**src/cma_pkg.sv**
```systemverilog
// Shared constants and inter-module structs for the centered moving average.
// No dependencies.
package cma_pkg;

    localparam int MAX_WINDOW  = 63;
    localparam int SAMPLE_BITS = 16;

    localparam int WIN_BITS    = $clog2(MAX_WINDOW + 1);
    localparam int ADDR_BITS   = $clog2(MAX_WINDOW);
    localparam int SUM_BITS    = SAMPLE_BITS + WIN_BITS;
    localparam int TDATA_BITS  = ((SAMPLE_BITS + 7) / 8) * 8;
    localparam int CNT_BITS    = $clog2(SUM_BITS + 1);

    localparam logic [WIN_BITS-1:0] WIN_RESET = WIN_BITS'(3);

    // history memory port
    typedef struct packed {
        logic                          we;
        logic [ADDR_BITS-1:0]          waddr;
        logic signed [SAMPLE_BITS-1:0] wdata;
        logic                          re;
        logic [ADDR_BITS-1:0]          raddr;
    } hist_req_t;

    // divider request / response
    typedef struct packed {
        logic                       start;
        logic signed [SUM_BITS-1:0] dividend;
        logic [WIN_BITS-1:0]        divisor;
    } div_req_t;

    typedef struct packed {
        logic                   done;
        logic [SAMPLE_BITS-1:0] quotient;
    } div_rsp_t;

endpackage

```
**src/cma_history.sv**
```systemverilog
// Sample history ring: one write port, one registered read port.
// Depends on cma_pkg.
module cma_history (
    input  logic                                    aclk,
    input  cma_pkg::hist_req_t                      req,
    output logic signed [cma_pkg::SAMPLE_BITS-1:0]  rdata
);
    import cma_pkg::*;

    logic signed [SAMPLE_BITS-1:0] mem [MAX_WINDOW];
    logic signed [SAMPLE_BITS-1:0] rdata_reg;

    always_ff @(posedge aclk) begin
        if (req.we) begin
            mem[req.waddr] <= req.wdata;
        end
        if (req.re) begin
            rdata_reg <= mem[req.raddr];
        end
    end

    assign rdata = rdata_reg;

endmodule

```
**src/cma_serial_div.sv**
```systemverilog
// Bit-serial signed divide of the window sum by the window length.
// Restoring, one quotient bit per cycle, truncates toward zero. Depends on cma_pkg.
module cma_serial_div (
    input  logic              aclk,
    input  logic              aresetn,
    input  cma_pkg::div_req_t req,
    output cma_pkg::div_rsp_t rsp
);
    import cma_pkg::*;

    logic                    busy_reg;
    logic                    done_reg;
    logic [CNT_BITS-1:0]     cnt_reg;
    logic [SUM_BITS-1:0]     dq_reg;     // dividend bits out, quotient bits in
    logic [WIN_BITS-1:0]     rem_reg;
    logic [WIN_BITS-1:0]     div_reg;
    logic                    neg_reg;

    logic [WIN_BITS:0]       rem_sh;
    logic [WIN_BITS:0]       rem_sub;
    logic                    fits;
    logic [SUM_BITS-1:0]     mag;

    always_comb begin
        rem_sh  = {rem_reg, dq_reg[SUM_BITS-1]};
        fits    = (rem_sh >= {1'b0, div_reg});
        rem_sub = rem_sh - {1'b0, div_reg};
        mag     = req.dividend[SUM_BITS-1] ? SUM_BITS'(-req.dividend)
                                           : SUM_BITS'(req.dividend);
    end

    always_ff @(posedge aclk) begin
        if (!aresetn) begin
            busy_reg <= 1'b0;
            done_reg <= 1'b0;
        end else begin
            done_reg <= 1'b0;
            if (req.start) begin
                busy_reg <= 1'b1;
                cnt_reg  <= CNT_BITS'(SUM_BITS);
                dq_reg   <= mag;
                rem_reg  <= '0;
                div_reg  <= req.divisor;
                neg_reg  <= req.dividend[SUM_BITS-1];
            end else if (busy_reg) begin
                rem_reg <= fits ? rem_sub[WIN_BITS-1:0] : rem_sh[WIN_BITS-1:0];
                dq_reg  <= {dq_reg[SUM_BITS-2:0], fits};
                cnt_reg <= cnt_reg - CNT_BITS'(1);
                if (cnt_reg == CNT_BITS'(1)) begin
                    busy_reg <= 1'b0;
                    done_reg <= 1'b1;
                end
            end
        end
    end

    assign rsp.done     = done_reg;
    assign rsp.quotient = neg_reg ? SAMPLE_BITS'(-dq_reg[SAMPLE_BITS-1:0])
                                  : dq_reg[SAMPLE_BITS-1:0];

endmodule

```
**src/centered_moving_average.sv**
```systemverilog
// Centered moving average filter, top level.
// Depends on cma_pkg, cma_history and cma_serial_div.
//
// Replaces each signed sample of a stream by the mean of the window of W = 2h+1
// samples centered on it (sum / W, truncated toward zero) once it has h samples
// on either side; samples without a full neighborhood (stream edges, streams
// shorter than W) come out unchanged with m_tuser low. Output lags input by h
// samples: the first h samples of a stream give no result, and the sample
// transferred with s_tlast flushes the trailing ones, the last of them marked by
// m_tlast. W is written through the cfg port (odd values only, even writes are
// dropped; reset W = 3); a write restarts the stream and discards what is
// pending, so write it only while the block is idle. One sample is processed at
// a time: an averaged result goes through the bit-serial divider, which
// retires one quotient bit per cycle, and then to the output register; a
// passed-through result is read from history and loaded to the output, and
// each flushed sample takes a history read and then an output load. The output
// register decouples the result side, so a stalled m_tready only holds the
// block once the next result is ready. History memory is not cleared at reset;
// a stream only ever uses entries it has written.
module centered_moving_average (
    input  logic                               aclk,
    input  logic                               aresetn,
    // input samples
    input  logic                               s_tvalid,
    output logic                               s_tready,
    input  logic [cma_pkg::TDATA_BITS-1:0]     s_tdata,   // [15:0] sample
    input  logic                               s_tlast,   // last sample of stream
    // results
    output logic                               m_tvalid,
    input  logic                               m_tready,
    output logic [cma_pkg::TDATA_BITS-1:0]     m_tdata,   // [15:0] value
    output logic                               m_tuser,   // [0] averaged
    output logic                               m_tlast,   // final result of stream
    // window length register
    input  logic                               cfg_valid,
    output logic                               cfg_ready,
    input  logic [cma_pkg::WIN_BITS-1:0]       cfg_data   // window_size
);
    import cma_pkg::*;

    typedef enum logic [2:0] {
        ST_IDLE,
        ST_UPDATE,
        ST_DIV,
        ST_EMIT_AVG,
        ST_AFTER,
        ST_LAG_RD,
        ST_EMIT_RAW
    } state_t;

    state_t                        state_reg, state_next;
    logic [WIN_BITS-1:0]           win_reg, win_next;
    logic signed [SUM_BITS-1:0]    sum_reg, sum_next;
    logic [ADDR_BITS-1:0]          wp_reg, wp_next;
    logic [WIN_BITS-1:0]           seen_reg, seen_next;
    logic signed [SAMPLE_BITS-1:0] sample_reg, sample_next;
    logic                          last_reg, last_next;
    logic [WIN_BITS-1:0]           lag_reg, lag_next;
    logic                          flush_reg, flush_next;
    logic                          efinal_reg, efinal_next;
    logic                          m_tvalid_reg, m_tvalid_next;
    logic [SAMPLE_BITS-1:0]        m_value_reg, m_value_next;
    logic                          m_user_reg, m_user_next;
    logic                          m_last_reg, m_last_next;

    hist_req_t                     hist_req;
    logic signed [SAMPLE_BITS-1:0] hist_rdata;
    div_req_t                      div_req;
    div_rsp_t                      div_rsp;

    logic                          full;
    logic signed [SUM_BITS-1:0]    sum_upd;
    logic [WIN_BITS-1:0]           wp_inc;
    logic [ADDR_BITS-1:0]          wp_adv;
    logic [WIN_BITS-1:0]           seen_upd;
    logic [WIN_BITS-1:0]           half;
    logic [WIN_BITS-1:0]           lag_first;
    logic                          out_free;
    logic signed [SAMPLE_BITS-1:0] s_sample;

    // ring slot of the sample `lag` places back from the newest; wp is the
    // slot the next sample will go to
    function automatic logic [ADDR_BITS-1:0] lag_addr(
        input logic [ADDR_BITS-1:0] wp,
        input logic [WIN_BITS-1:0]  lag,
        input logic [WIN_BITS-1:0]  win
    );
        logic signed [WIN_BITS+1:0] v;
        v = $signed({2'b00, WIN_BITS'(wp)}) - $signed({2'b00, lag})
            - (WIN_BITS+2)'(1);
        if (v < 0) begin
            v = v + $signed({2'b00, win});
        end
        return ADDR_BITS'(v);
    endfunction

    cma_history u_hist (
        .aclk  (aclk),
        .req   (hist_req),
        .rdata (hist_rdata)
    );

    cma_serial_div u_div (
        .aclk    (aclk),
        .aresetn (aresetn),
        .req     (div_req),
        .rsp     (div_rsp)
    );

    assign s_sample  = $signed(s_tdata[SAMPLE_BITS-1:0]);
    assign s_tready  = (state_reg == ST_IDLE);
    assign cfg_ready = 1'b1;

    always_comb begin
        // per-sample stream bookkeeping
        half      = win_reg >> 1;
        full      = (seen_reg == win_reg);
        sum_upd   = full ? (sum_reg - SUM_BITS'(hist_rdata)) : sum_reg;
        wp_inc    = WIN_BITS'(wp_reg) + WIN_BITS'(1);
        wp_adv    = (wp_inc >= win_reg) ? '0 : ADDR_BITS'(wp_inc);
        seen_upd  = full ? seen_reg : seen_reg + WIN_BITS'(1);
        // oldest sample still owed at flush
        lag_first = (seen_reg >= half) ? half - WIN_BITS'(1)
                                       : seen_reg - WIN_BITS'(1);
        out_free  = !m_tvalid_reg || m_tready;

        state_next    = state_reg;
        win_next      = win_reg;
        sum_next      = sum_reg;
        wp_next       = wp_reg;
        seen_next     = seen_reg;
        sample_next   = sample_reg;
        last_next     = last_reg;
        lag_next      = lag_reg;
        flush_next    = flush_reg;
        efinal_next   = efinal_reg;
        m_tvalid_next = m_tvalid_reg && !m_tready;
        m_value_next  = m_value_reg;
        m_user_next   = m_user_reg;
        m_last_next   = m_last_reg;

        hist_req.we    = 1'b0;
        hist_req.waddr = wp_reg;
        hist_req.wdata = sample_reg;
        hist_req.re    = 1'b0;
        hist_req.raddr = wp_reg;

        div_req.start    = 1'b0;
        div_req.dividend = sum_upd;
        div_req.divisor  = win_reg;

        unique case (state_reg)
            ST_IDLE: begin
                if (s_tvalid) begin
                    sample_next = s_sample;
                    last_next   = s_tlast;
                    sum_next    = sum_reg + SUM_BITS'(s_sample);
                    hist_req.re = 1'b1;    // fetch the slot about to be overwritten
                    state_next  = ST_UPDATE;
                end
            end
            ST_UPDATE: begin
                sum_next    = sum_upd;
                hist_req.we = 1'b1;
                wp_next     = wp_adv;
                seen_next   = seen_upd;
                if (seen_upd == win_reg) begin
                    div_req.start = 1'b1;
                    state_next    = ST_DIV;
                end else if (seen_upd > half) begin
                    // center sample passes through; ST_AFTER follows it and flushes after the last sample
                    hist_req.re    = 1'b1;
                    hist_req.raddr = lag_addr(wp_adv, half, win_reg);
                    flush_next     = 1'b0;
                    efinal_next    = 1'b0;
                    state_next     = ST_EMIT_RAW;
                end else begin
                    state_next = ST_AFTER;
                end
            end
            ST_DIV: begin
                if (div_rsp.done) begin
                    state_next = ST_EMIT_AVG;
                end
            end
            ST_EMIT_AVG: begin
                if (out_free) begin
                    m_tvalid_next = 1'b1;
                    m_value_next  = div_rsp.quotient;
                    m_user_next   = 1'b1;
                    m_last_next   = last_reg && (half == '0);
                    state_next    = ST_AFTER;
                end
            end
            ST_AFTER: begin
                if (!last_reg) begin
                    state_next = ST_IDLE;
                end else if (half == '0) begin
                    sum_next   = '0;
                    wp_next    = '0;
                    seen_next  = '0;
                    state_next = ST_IDLE;
                end else begin
                    lag_next   = lag_first;
                    state_next = ST_LAG_RD;
                end
            end
            ST_LAG_RD: begin
                hist_req.re    = 1'b1;
                hist_req.raddr = lag_addr(wp_reg, lag_reg, win_reg);
                flush_next     = 1'b1;
                efinal_next    = (lag_reg == '0);
                state_next     = ST_EMIT_RAW;
            end
            ST_EMIT_RAW: begin
                if (out_free) begin
                    m_tvalid_next = 1'b1;
                    m_value_next  = hist_rdata;
                    m_user_next   = 1'b0;
                    m_last_next   = efinal_reg;
                    if (!flush_reg) begin
                        state_next = ST_AFTER;
                    end else if (lag_reg == '0) begin
                        sum_next   = '0;
                        wp_next    = '0;
                        seen_next  = '0;
                        flush_next = 1'b0;
                        state_next = ST_IDLE;
                    end else begin
                        lag_next   = lag_reg - WIN_BITS'(1);
                        state_next = ST_LAG_RD;
                    end
                end
            end
            default: begin
                state_next = ST_IDLE;
            end
        endcase

        // window write: odd values only, restarts the stream
        if (cfg_valid && cfg_data[0]
                && ({1'b0, cfg_data} <= (WIN_BITS+1)'(MAX_WINDOW))) begin
            win_next  = cfg_data;
            sum_next  = '0;
            wp_next   = '0;
            seen_next = '0;
        end
    end

    always_ff @(posedge aclk) begin
        if (!aresetn) begin
            state_reg    <= ST_IDLE;
            win_reg      <= WIN_RESET;
            sum_reg      <= '0;
            wp_reg       <= '0;
            seen_reg     <= '0;
            flush_reg    <= 1'b0;
            m_tvalid_reg <= 1'b0;
        end else begin
            state_reg    <= state_next;
            win_reg      <= win_next;
            sum_reg      <= sum_next;
            wp_reg       <= wp_next;
            seen_reg     <= seen_next;
            flush_reg    <= flush_next;
            m_tvalid_reg <= m_tvalid_next;
            sample_reg   <= sample_next;
            last_reg     <= last_next;
            lag_reg      <= lag_next;
            efinal_reg   <= efinal_next;
            m_value_reg  <= m_value_next;
            m_user_reg   <= m_user_next;
            m_last_reg   <= m_last_next;
        end
    end

    assign m_tvalid = m_tvalid_reg;
    assign m_tdata  = TDATA_BITS'(m_value_reg);
    assign m_tuser  = m_user_reg;
    assign m_tlast  = m_last_reg;

endmodule

```
**config.mk**
```make
export PLATFORM = sky130hd
export DESIGN_NAME = centered_moving_average
export DESIGN_NICKNAME = d
export VERILOG_FILES = /design/src/cma_pkg.sv /design/src/cma_history.sv /design/src/cma_serial_div.sv /design/src/centered_moving_average.sv
export SDC_FILE = /design/constraint.sdc
export NUM_CORES = 2
export LEC_CHECK = 0
export ABC_AREA = 1
export BUFFER_PORTS_ARGS = -buffer_cell sky130_fd_sc_hd__buf_2
export CAP_MARGIN = 0
export CELL_PAD_IN_SITES_DETAIL_PLACEMENT = 1
export CELL_PAD_IN_SITES_GLOBAL_PLACEMENT = 2
export CORE_MARGIN = 2
export CORE_UTILIZATION = 30
export CTS_CLUSTER_DIAMETER = 120
export DETAILED_ROUTE_END_ITERATION = 10
export PLACE_DENSITY = 0.58
export SETUP_SLACK_MARGIN = 0.5
export SKIP_LAST_GASP = 1
export SLEW_MARGIN = 20
export SYNTH_ARGS = -nofsm -noshare
export SYNTH_HDL_FRONTEND = slang
export SYNTH_SLANG_ARGS = --single-unit
```
**constraint.sdc**
```tcl
create_clock -name aclk -period 5.3 [get_ports aclk]
set_clock_uncertainty 0.1 [all_clocks]
set_input_delay 0.265 -clock aclk [delete_from_list [all_inputs] [get_ports aclk]]
set_output_delay 0.265 -clock aclk [all_outputs]
set_load 0.005 [all_outputs]
```
* After elaboration in Yosys (flattened, before gate mapping)
Memory sizes are Yosys's and may differ from the RTL's. A register that Yosys moved wholly into a read port is not among the register bits.
Index checks and enable logic that the tools add are counted.
** Operators by class
- $add $sub $neg :: 17
- $mul :: 0
- Div/mod/pow operators :: 0
- $lt $le $gt $ge :: 6
- Equal/unequal tests :: 21
- Shift operators :: 0
- Mux-type cells :: 76
- Bitwise operators :: 2
- Reduce and logical (&&, ||, !) cells :: 29
** Operators with widths (number)
- $mux W22 :: 10
- $mux W6 :: 17
- $pmux W22 S4 :: 1
- $mux W16 :: 3
- $pmux W6 S3 :: 2
- $pmux W16 S2 :: 1
- $mux W3 :: 9
- $pmux W6 S2 :: 2
- $add A22 B16 Y22 :: 1
- $ne A2 B2 Y1 const B :: 11
- $neg A22 Y22 :: 1
- $sub A22 B16 Y22 :: 1
- $mux W1 :: 21
- $pmux W3 S7 :: 1
- $lt A8 B1 Y1 const B :: 2
- $neg A16 Y16 :: 1
- $reduce_and A4 Y1 :: 4
- $sub A7 B2 Y8 const B :: 2
- $mux W7 :: 2
- $reduce_and A7 Y1 :: 2
- $add A6 B1 Y6 const B :: 2
- $add A6 B6 Y6 :: 2
- $eq A6 B6 Y1 :: 2
- $logic_not A6 Y1 :: 2
- 32 further kinds :: 49
** Word-level totals
- Register bits after elaboration :: 129
- Bits in latches :: 0
- Bits in writable memories :: 1008
- Memory bits (read-only) :: 0
- Input port bits :: 28
- Output and inout bits :: 21
- Logic and storage cells :: 173
- Memories :: 1
** Memory list
- u_hist.mem :: depth 63, width 16, read ports 1, clocked after memory_dff 1, wr ports 1, RTL line cma_history.sv:10 : logic signed [SAMPLE_BITS-1:0] mem [MAX_WINDOW];

* Longest topological paths before layout
- Depth in word-level cells :: 10
- Gate-level depth with buffers :: 39
- Gate-level depth less buffers :: 37

* Cells and area by module
From an unflattened synthesis, not the netlist that was laid out.
** Second synthesis, totals
- Cells, all modules :: 5265
- Area total of the unflattened synthesis :: 53336.2 um^2
** By module, submodules not included
- cma_history :: times used 1, cells each 3477, area each 41349.7 um^2, seq. area each 30749.5 um^2
- centered_moving_average :: times used 1, cells each 1389, area each 8941.1 um^2, seq. area each 2162.1 um^2
- cma_serial_div :: times used 1, cells each 399, area each 3045.4 um^2, seq. area each 1241.2 um^2

* Least setup slack after synthesis
Ideal clock, no wire load.
- Path type :: register to register
- Start point :: register seen_reg[2]
- End point :: register u_div.cnt_reg[0] (enable)
- Library setup time :: 0.469 ns
- Arrival :: 4.608 ns
- Data required time :: 4.731 ns
- Slack :: 0.123 ns
- Cell stages (with the launch flop) :: 15
- Path buffers :: 3
- Clock period less this slack :: 5.177 ns
- Cell sequence :: dfxtp_1 -> buf_2 -> xnor2_2 -> nand2_1 -> nor2_4 -> nand2_2 -> buf_6 -> nand3_1 -> nand2_1 -> nor2_1 -> nand3_2 -> nor2_1 -> clkinv_1 -> clkbuf_1 -> o21ai_0
** On the way
- Cells in the longest elaborated chain, start to end :: 7
- Elaborated cells between the ends (all ways) :: 8
- Those cells by class :: add/sub: 1; eq/ne: 2; mux: 3; reduce/logical: 2
** RTL lines
- start: declaration :: RTL line centered_moving_average.sv:55 : logic [WIN_BITS-1:0] seen_reg, seen_next;
- start signal: assignment :: RTL line centered_moving_average.sv:264 : seen_reg <= seen_next;
- $add A6 B1 Y6 or $eq A6 B6 Y1 (tied branches) :: RTL line centered_moving_average.sv:121, centered_moving_average.sv:117
- $mux W6 (*) :: RTL line centered_moving_average.sv:121 : seen_upd = full ? seen_reg : seen_reg + WIN_BITS'(1);
- $eq A6 B6 Y1 (*) :: RTL line centered_moving_average.sv:167 : if (seen_upd == win_reg) begin
- $mux W1 (*) :: RTL line centered_moving_average.sv:167
- $mux W1 (*) :: RTL line centered_moving_average.sv:152 : unique case (state_reg)
- $reduce_bool A2 Y1 (no line) (*)
- $reduce_and A2 Y1 (no line) (*)
- end signal: assignment :: RTL line cma_serial_div.sv:40 : cnt_reg <= CNT_BITS'(SUM_BITS);
- end signal: assignment :: RTL line cma_serial_div.sv:48 : cnt_reg <= cnt_reg - CNT_BITS'(1);
- end: declaration :: RTL line cma_serial_div.sv:13 : logic [CNT_BITS-1:0] cnt_reg;
Every way passes the cells marked *; elsewhere a longest branch is shown, timed or not.
A chain may end at the register's enable or synchronous reset.

* Worst setup path in the final report
- Start point :: register wp_reg[1]
- End point :: register u_hist.rdata_reg[2], in the netlist u_hist.rdata[2], read port of u_hist.mem (data pin)
** On the way
- Cells in the longest elaborated chain, start to end :: 10
- Elaborated cells between the ends (all ways) :: 16
- Those cells by class :: add/sub: 7; order compare: 3; mux: 6
** RTL lines
- start: declaration :: RTL line centered_moving_average.sv:54 : logic [ADDR_BITS-1:0] wp_reg, wp_next;
- start signal: assignment :: RTL line centered_moving_average.sv:263 : wp_reg <= wp_next;
- $add A6 B1 Y6 :: RTL line centered_moving_average.sv:119 : wp_inc = WIN_BITS'(wp_reg) + WIN_BITS'(1);
- $ge A6 B6 Y1 :: RTL line centered_moving_average.sv:120 : wp_adv = (wp_inc >= win_reg) ? '0 : ADDR_BITS'(wp_inc);
- $mux W6 :: RTL line centered_moving_average.sv:120
- $sub A6 B5 Y7 :: RTL line centered_moving_average.sv:89 : v = $signed({2'b00, WIN_BITS'(wp)}) - $signed({2'b00, lag})
- $sub A7 B2 Y8 :: RTL line centered_moving_average.sv:90 : - (WIN_BITS+2)'(1);
- $lt A8 B1 Y1 or $add A6 B6 Y6 (tied branches) :: RTL line centered_moving_average.sv:91, centered_moving_average.sv:92
- $mux W6 :: RTL line centered_moving_average.sv:91 : if (v < 0) begin
- $mux W7 :: RTL line centered_moving_average.sv:170 : end else if (seen_upd > half) begin
- $mux W7 :: RTL line centered_moving_average.sv:167
- $pmux W6 S2 (*) :: RTL line centered_moving_average.sv:152
- end: declaration :: RTL line cma_history.sv:11 : logic signed [SAMPLE_BITS-1:0] rdata_reg;
Marks and branches as above.

==> implementation parameters <==
Parameter                              Value

Status
  Result of the run ... completed

Place
  Final Wtd Congestion ... 0.8074
  DP Cell Count ... 8052
  Post-detail-place hpwl ... 134200 um
  Quantity of I/O buffers inserted on ports ... 47
  Placed inst area ... 0.06168 mm^2

Setup path
  Maximum fanout along the worst path ... 12
  FF-to-FF End ... u_hist.rdata[2]
  Required time at the endpoint of the critical path ... 5.88 ns
  CP max-delay cell ... sky130_fd_sc_hd__fa_2
  Delay of the slowest cell on the worst path ... 0.53 ns
  Worst Setup End Kind ... flip-flop
  R2r setup slk ... 0.18 ns
  Worst setup path category ... reg2reg
  Number of cells on the worst reg-to-reg path ... 31
  Critical path arrival ... 5.70 ns
  Worst flop-to-flop path startpoint ... wp_reg[1]
  Nature of the critical path startpoint ... flip-flop

Route
  Detailed-routing iteration count for the pre-antenna-repair pass ... 6
  Vias per std cell ... 4.972
  Average wire per cell in the routed design ... 25.41 um
  Final wirelength ... 215100 um
  Via count ... 42090
  Drc violations ... 0
  Post-detailed-route count of antenna-violating nets ... 0
  Iteration-0 DRC count of the detailed router ... 3104

Finish
  NumNets Final ... 5991
  Non-filler cells, final ... 8465
  Post-synthesis to final-layout area growth ... 26.75%
  Share of post-route cells with drive strength above 1 ... 0.1999
  Max reg flops ... 1008
  Summed area of non-filler cells in the final layout ... 0.07070 mm^2

CTS
  Sink count of the clock tree ... 1153
  Deepest clock path buffer count ... 3
  CTS tree ... built
  TritonCTS Buffers ... 144
  Post-CTS clock slew at the launch and capture registers of the worst setup and hold paths ... 0.06 ns
  Clock latency at the later pin of the worst-skew pair ... 0.81 ns
  H-tree Lvls ... 4
  Clock root buffer ... sky130_fd_sc_hd__clkbuf_16

Pwr
  IR drop worst, VDD ... 0.0003925 V
  Power, Total ... 0.03979 W
  Pwr Density ... 562.8 mW/mm^2
  Static leakage ... 28.26 nW

Hold path
  Hold_sp ... s_tdata[10]
  Hold Crit Depth ... 2
  Terminating pin of the worst hold path ... sample_reg[10]
  Hold Crit Class ... in2reg

Yosys
  Biggest area consumer among synthesized cells ... sky130_fd_sc_hd__edfxtp_1
  Yosys warning count ... 0
  Most common flop cell mapped by yosys ... sky130_fd_sc_hd__edfxtp_1
  Share of flip-flops with an asynchronous set or reset after synthesis ... 0
  Number of synthesized register bits ... 1153
  Synth top area cells ... sky130_fd_sc_hd__edfxtp_1 60%, sky130_fd_sc_hd__nand3_1 11%, sky130_fd_sc_hd__nand2_1 6.5%, sky130_fd_sc_hd__inv_1 4.9%, sky130_fd_sc_hd__nand3b_1 4.2%
  Most repeated cell in the gate-level netlist after synthesis ... sky130_fd_sc_hd__nand3_1
  Post-synth top area share ... 0.5954
  Top cell types by occurrence after synthesis ... 1187 x sky130_fd_sc_hd__nand3_1, 1106 x sky130_fd_sc_hd__edfxtp_1, 970 x sky130_fd_sc_hd__nand2_1, 730 x sky130_fd_sc_hd__inv_1, 312 x sky130_fd_sc_hd__nand3b_1
  Number of enable-type register cells in the synthesized netlist ... 1106
  Synth Instances ... 5438
  Post-synthesis cell type count ... 57
  Share of synthesized area occupied by flip-flops and latches ... 0.6123
  Mean post-synth cell area ... 10.26 um^2
  Post-Synthesis Cell Area ... 0.05578 mm^2
  Total nets after synthesis ... 5566

GRT
  Vias in the first global route ... 43710
  Wire length of the first global-routing pass ... 307300 um
  Number of antenna violations at the first check in global routing ... 5
  Pin count of the biggest net entering global routing ... 68
  Congestion Overflow GR ... 0
  Global-route total usage across every layer ... 0.2209

STA
  Top achievable clock speed ... 195.3 MHz
  Worst-margin pin slew ... 1.199 ns
  Worst slew margin relative to its limit ... 0.2005
  Post-route clock period utilization ... 0.9663
  Setup-violating endpoint count in the final report ... 0
  Setup repair after global routing missed its margin ... yes
  Final worst hold slack ... 0.1081 ns
  Fin crit period ... 5.121 ns
  Count of pins over their slew limit ... 0
  Final hold viol count ... 0

Floorplan
  Vert. Die Dim ... 435.2 um
  Die outline area ... 0.1894 mm^2
  Area inside the core boundary ... 0.1850 mm^2
  Count of boundary I/O pins ... 49
  Die width ... 435.2 um
  Initial core utilization ... 0.3015
  Site row count ... 158

Job
  Max Cap Viol ... 0
-- per-layer routing --
layer  routed length, um  GRT usage  vias to the layer above
met3               10110    0.03803                      307
met5                   0          0                        -
met1               94080     0.2879                    21310
met2              102900     0.3654                      875
li1                    -          -                    19600
met4                8013    0.08541                        0
-- report_power, final --
| group | leakage, nW | internal [W] | switching [W] |
|---|---|---|---|
| Sequential | 10.3 | 0.0106 | 0.000379 |
| Clock | 2.21 | 0.00558 | 0.00407 |
| Combinational | 15.7 | 0.00719 | 0.0120 |
| Total | 28.3 | 0.0234 | 0.0164 |
-- how the worst max path moves through the flow --
stage | startpoint | endpoint | slack, ns
2_1_floorplan | wp_reg[0] | u_hist.rdata[10] | 0.44
3_3_place_gp | wp_reg[0] | u_hist.rdata[15] | -0.39
3_5_place_dp | wp_reg[2] | u_hist.rdata[2] | -0.40
4_1_cts | wp_reg[1] | u_hist.rdata[7] | 0.15
5_1_grt | wp_reg[0] | u_hist.rdata[7] | 0.01
6_report | wp_reg[1] | u_hist.rdata[2] | 0.18
-- layout by cell type (no fill, tap or decap), types with 40 or more instances in the layout --
cell type | synthesis | layout
sky130_fd_sc_hd__a21oi_1 | 94 | 92
sky130_fd_sc_hd__buf_12 | 0 | 93
sky130_fd_sc_hd__buf_2 | 197 | 47
sky130_fd_sc_hd__buf_4 | 14 | 319
sky130_fd_sc_hd__clkbuf_16 | 0 | 164
sky130_fd_sc_hd__dfxtp_1 | 47 | 43
sky130_fd_sc_hd__edfxtp_1 | 1106 | 1106
sky130_fd_sc_hd__ha_1 | 93 | 82
sky130_fd_sc_hd__inv_1 | 730 | 720
sky130_fd_sc_hd__nand2_1 | 970 | 914
sky130_fd_sc_hd__nand2_2 | 3 | 46
sky130_fd_sc_hd__nand3_1 | 1187 | 956
sky130_fd_sc_hd__nand3_2 | 16 | 200
sky130_fd_sc_hd__nand3_4 | 0 | 47
sky130_fd_sc_hd__nand3b_1 | 312 | 312
sky130_fd_sc_hd__nor2_1 | 162 | 106
sky130_fd_sc_hd__nor2_2 | 3 | 55
sky130_fd_sc_hd__o21ai_0 | 125 | 122
sky130_fd_sc_hd__xor2_1 | 42 | 40
-- repair_timing --
action | CTS | global route
resized for setup | 309 | 189
setup buffers | 52 | 23
endpoints found under the setup margin | 16 | 18
pin swaps | 68 | 64
gates cloned | 18 | 18
hold buffers | 34 | 0
endpoints found under the hold margin | 39 | 0
-- final cells by class --
class                           count  area [um^2]
Inverter                          739         2829
Clock buffer                      186         3855
Timing Repair inverter              1        11.26
Clock inverter                     79        691.9
Antenna cell                        3        7.507
Multi-Input combinational cell   3235        19270
Tap cell                         2480         3103
Timing Repair Buffer              589         6766
Fill cell                       20260       114300
Sequential cell                  1153        34170
-- cell families after synthesis --
family | after synthesis | share of synthesized area
buf+inv | 1050 | 0.08117
fa+ha+maj | 100 | 0.02337
other cells | 1 | 0.00006723
flops | 1153 | 0.6123
xor+xnor | 81 | 0.01285
compound gates | 315 | 0.03257
simple gates | 2738 | 0.2377
-- per-stage QoR --
| stage | utilization | TNS (ns) | worst slack, ns |
|---|---|---|---|
| global placement | 0.3334 | -4.209 | -0.3889 |
| finish | 0.3821 | 0 | 0.1786 |
| floorplan | - | 0 | 0.4438 |
| global route | 0.3821 | 0 | 0.01044 |
| detailed placement | 0.3334 | -3.648 | -0.4000 |
| CTS | 0.3739 | 0 | 0.1504 |
-- worst max-delay path: cells and delay by family, from the launching register on --
| kind | cells | cell delay, ns |
|---|---|---|
| buf+inv | 8 | 0.98 |
| fa+ha+maj | 6 | 1.84 |
| xor+xnor | 1 | 0.16 |
| flops | 1 | 0.36 |
| simple gates | 15 | 1.37 |
| compound gates | 1 | 0.16 |
Power figures use the tool's default switching activity.
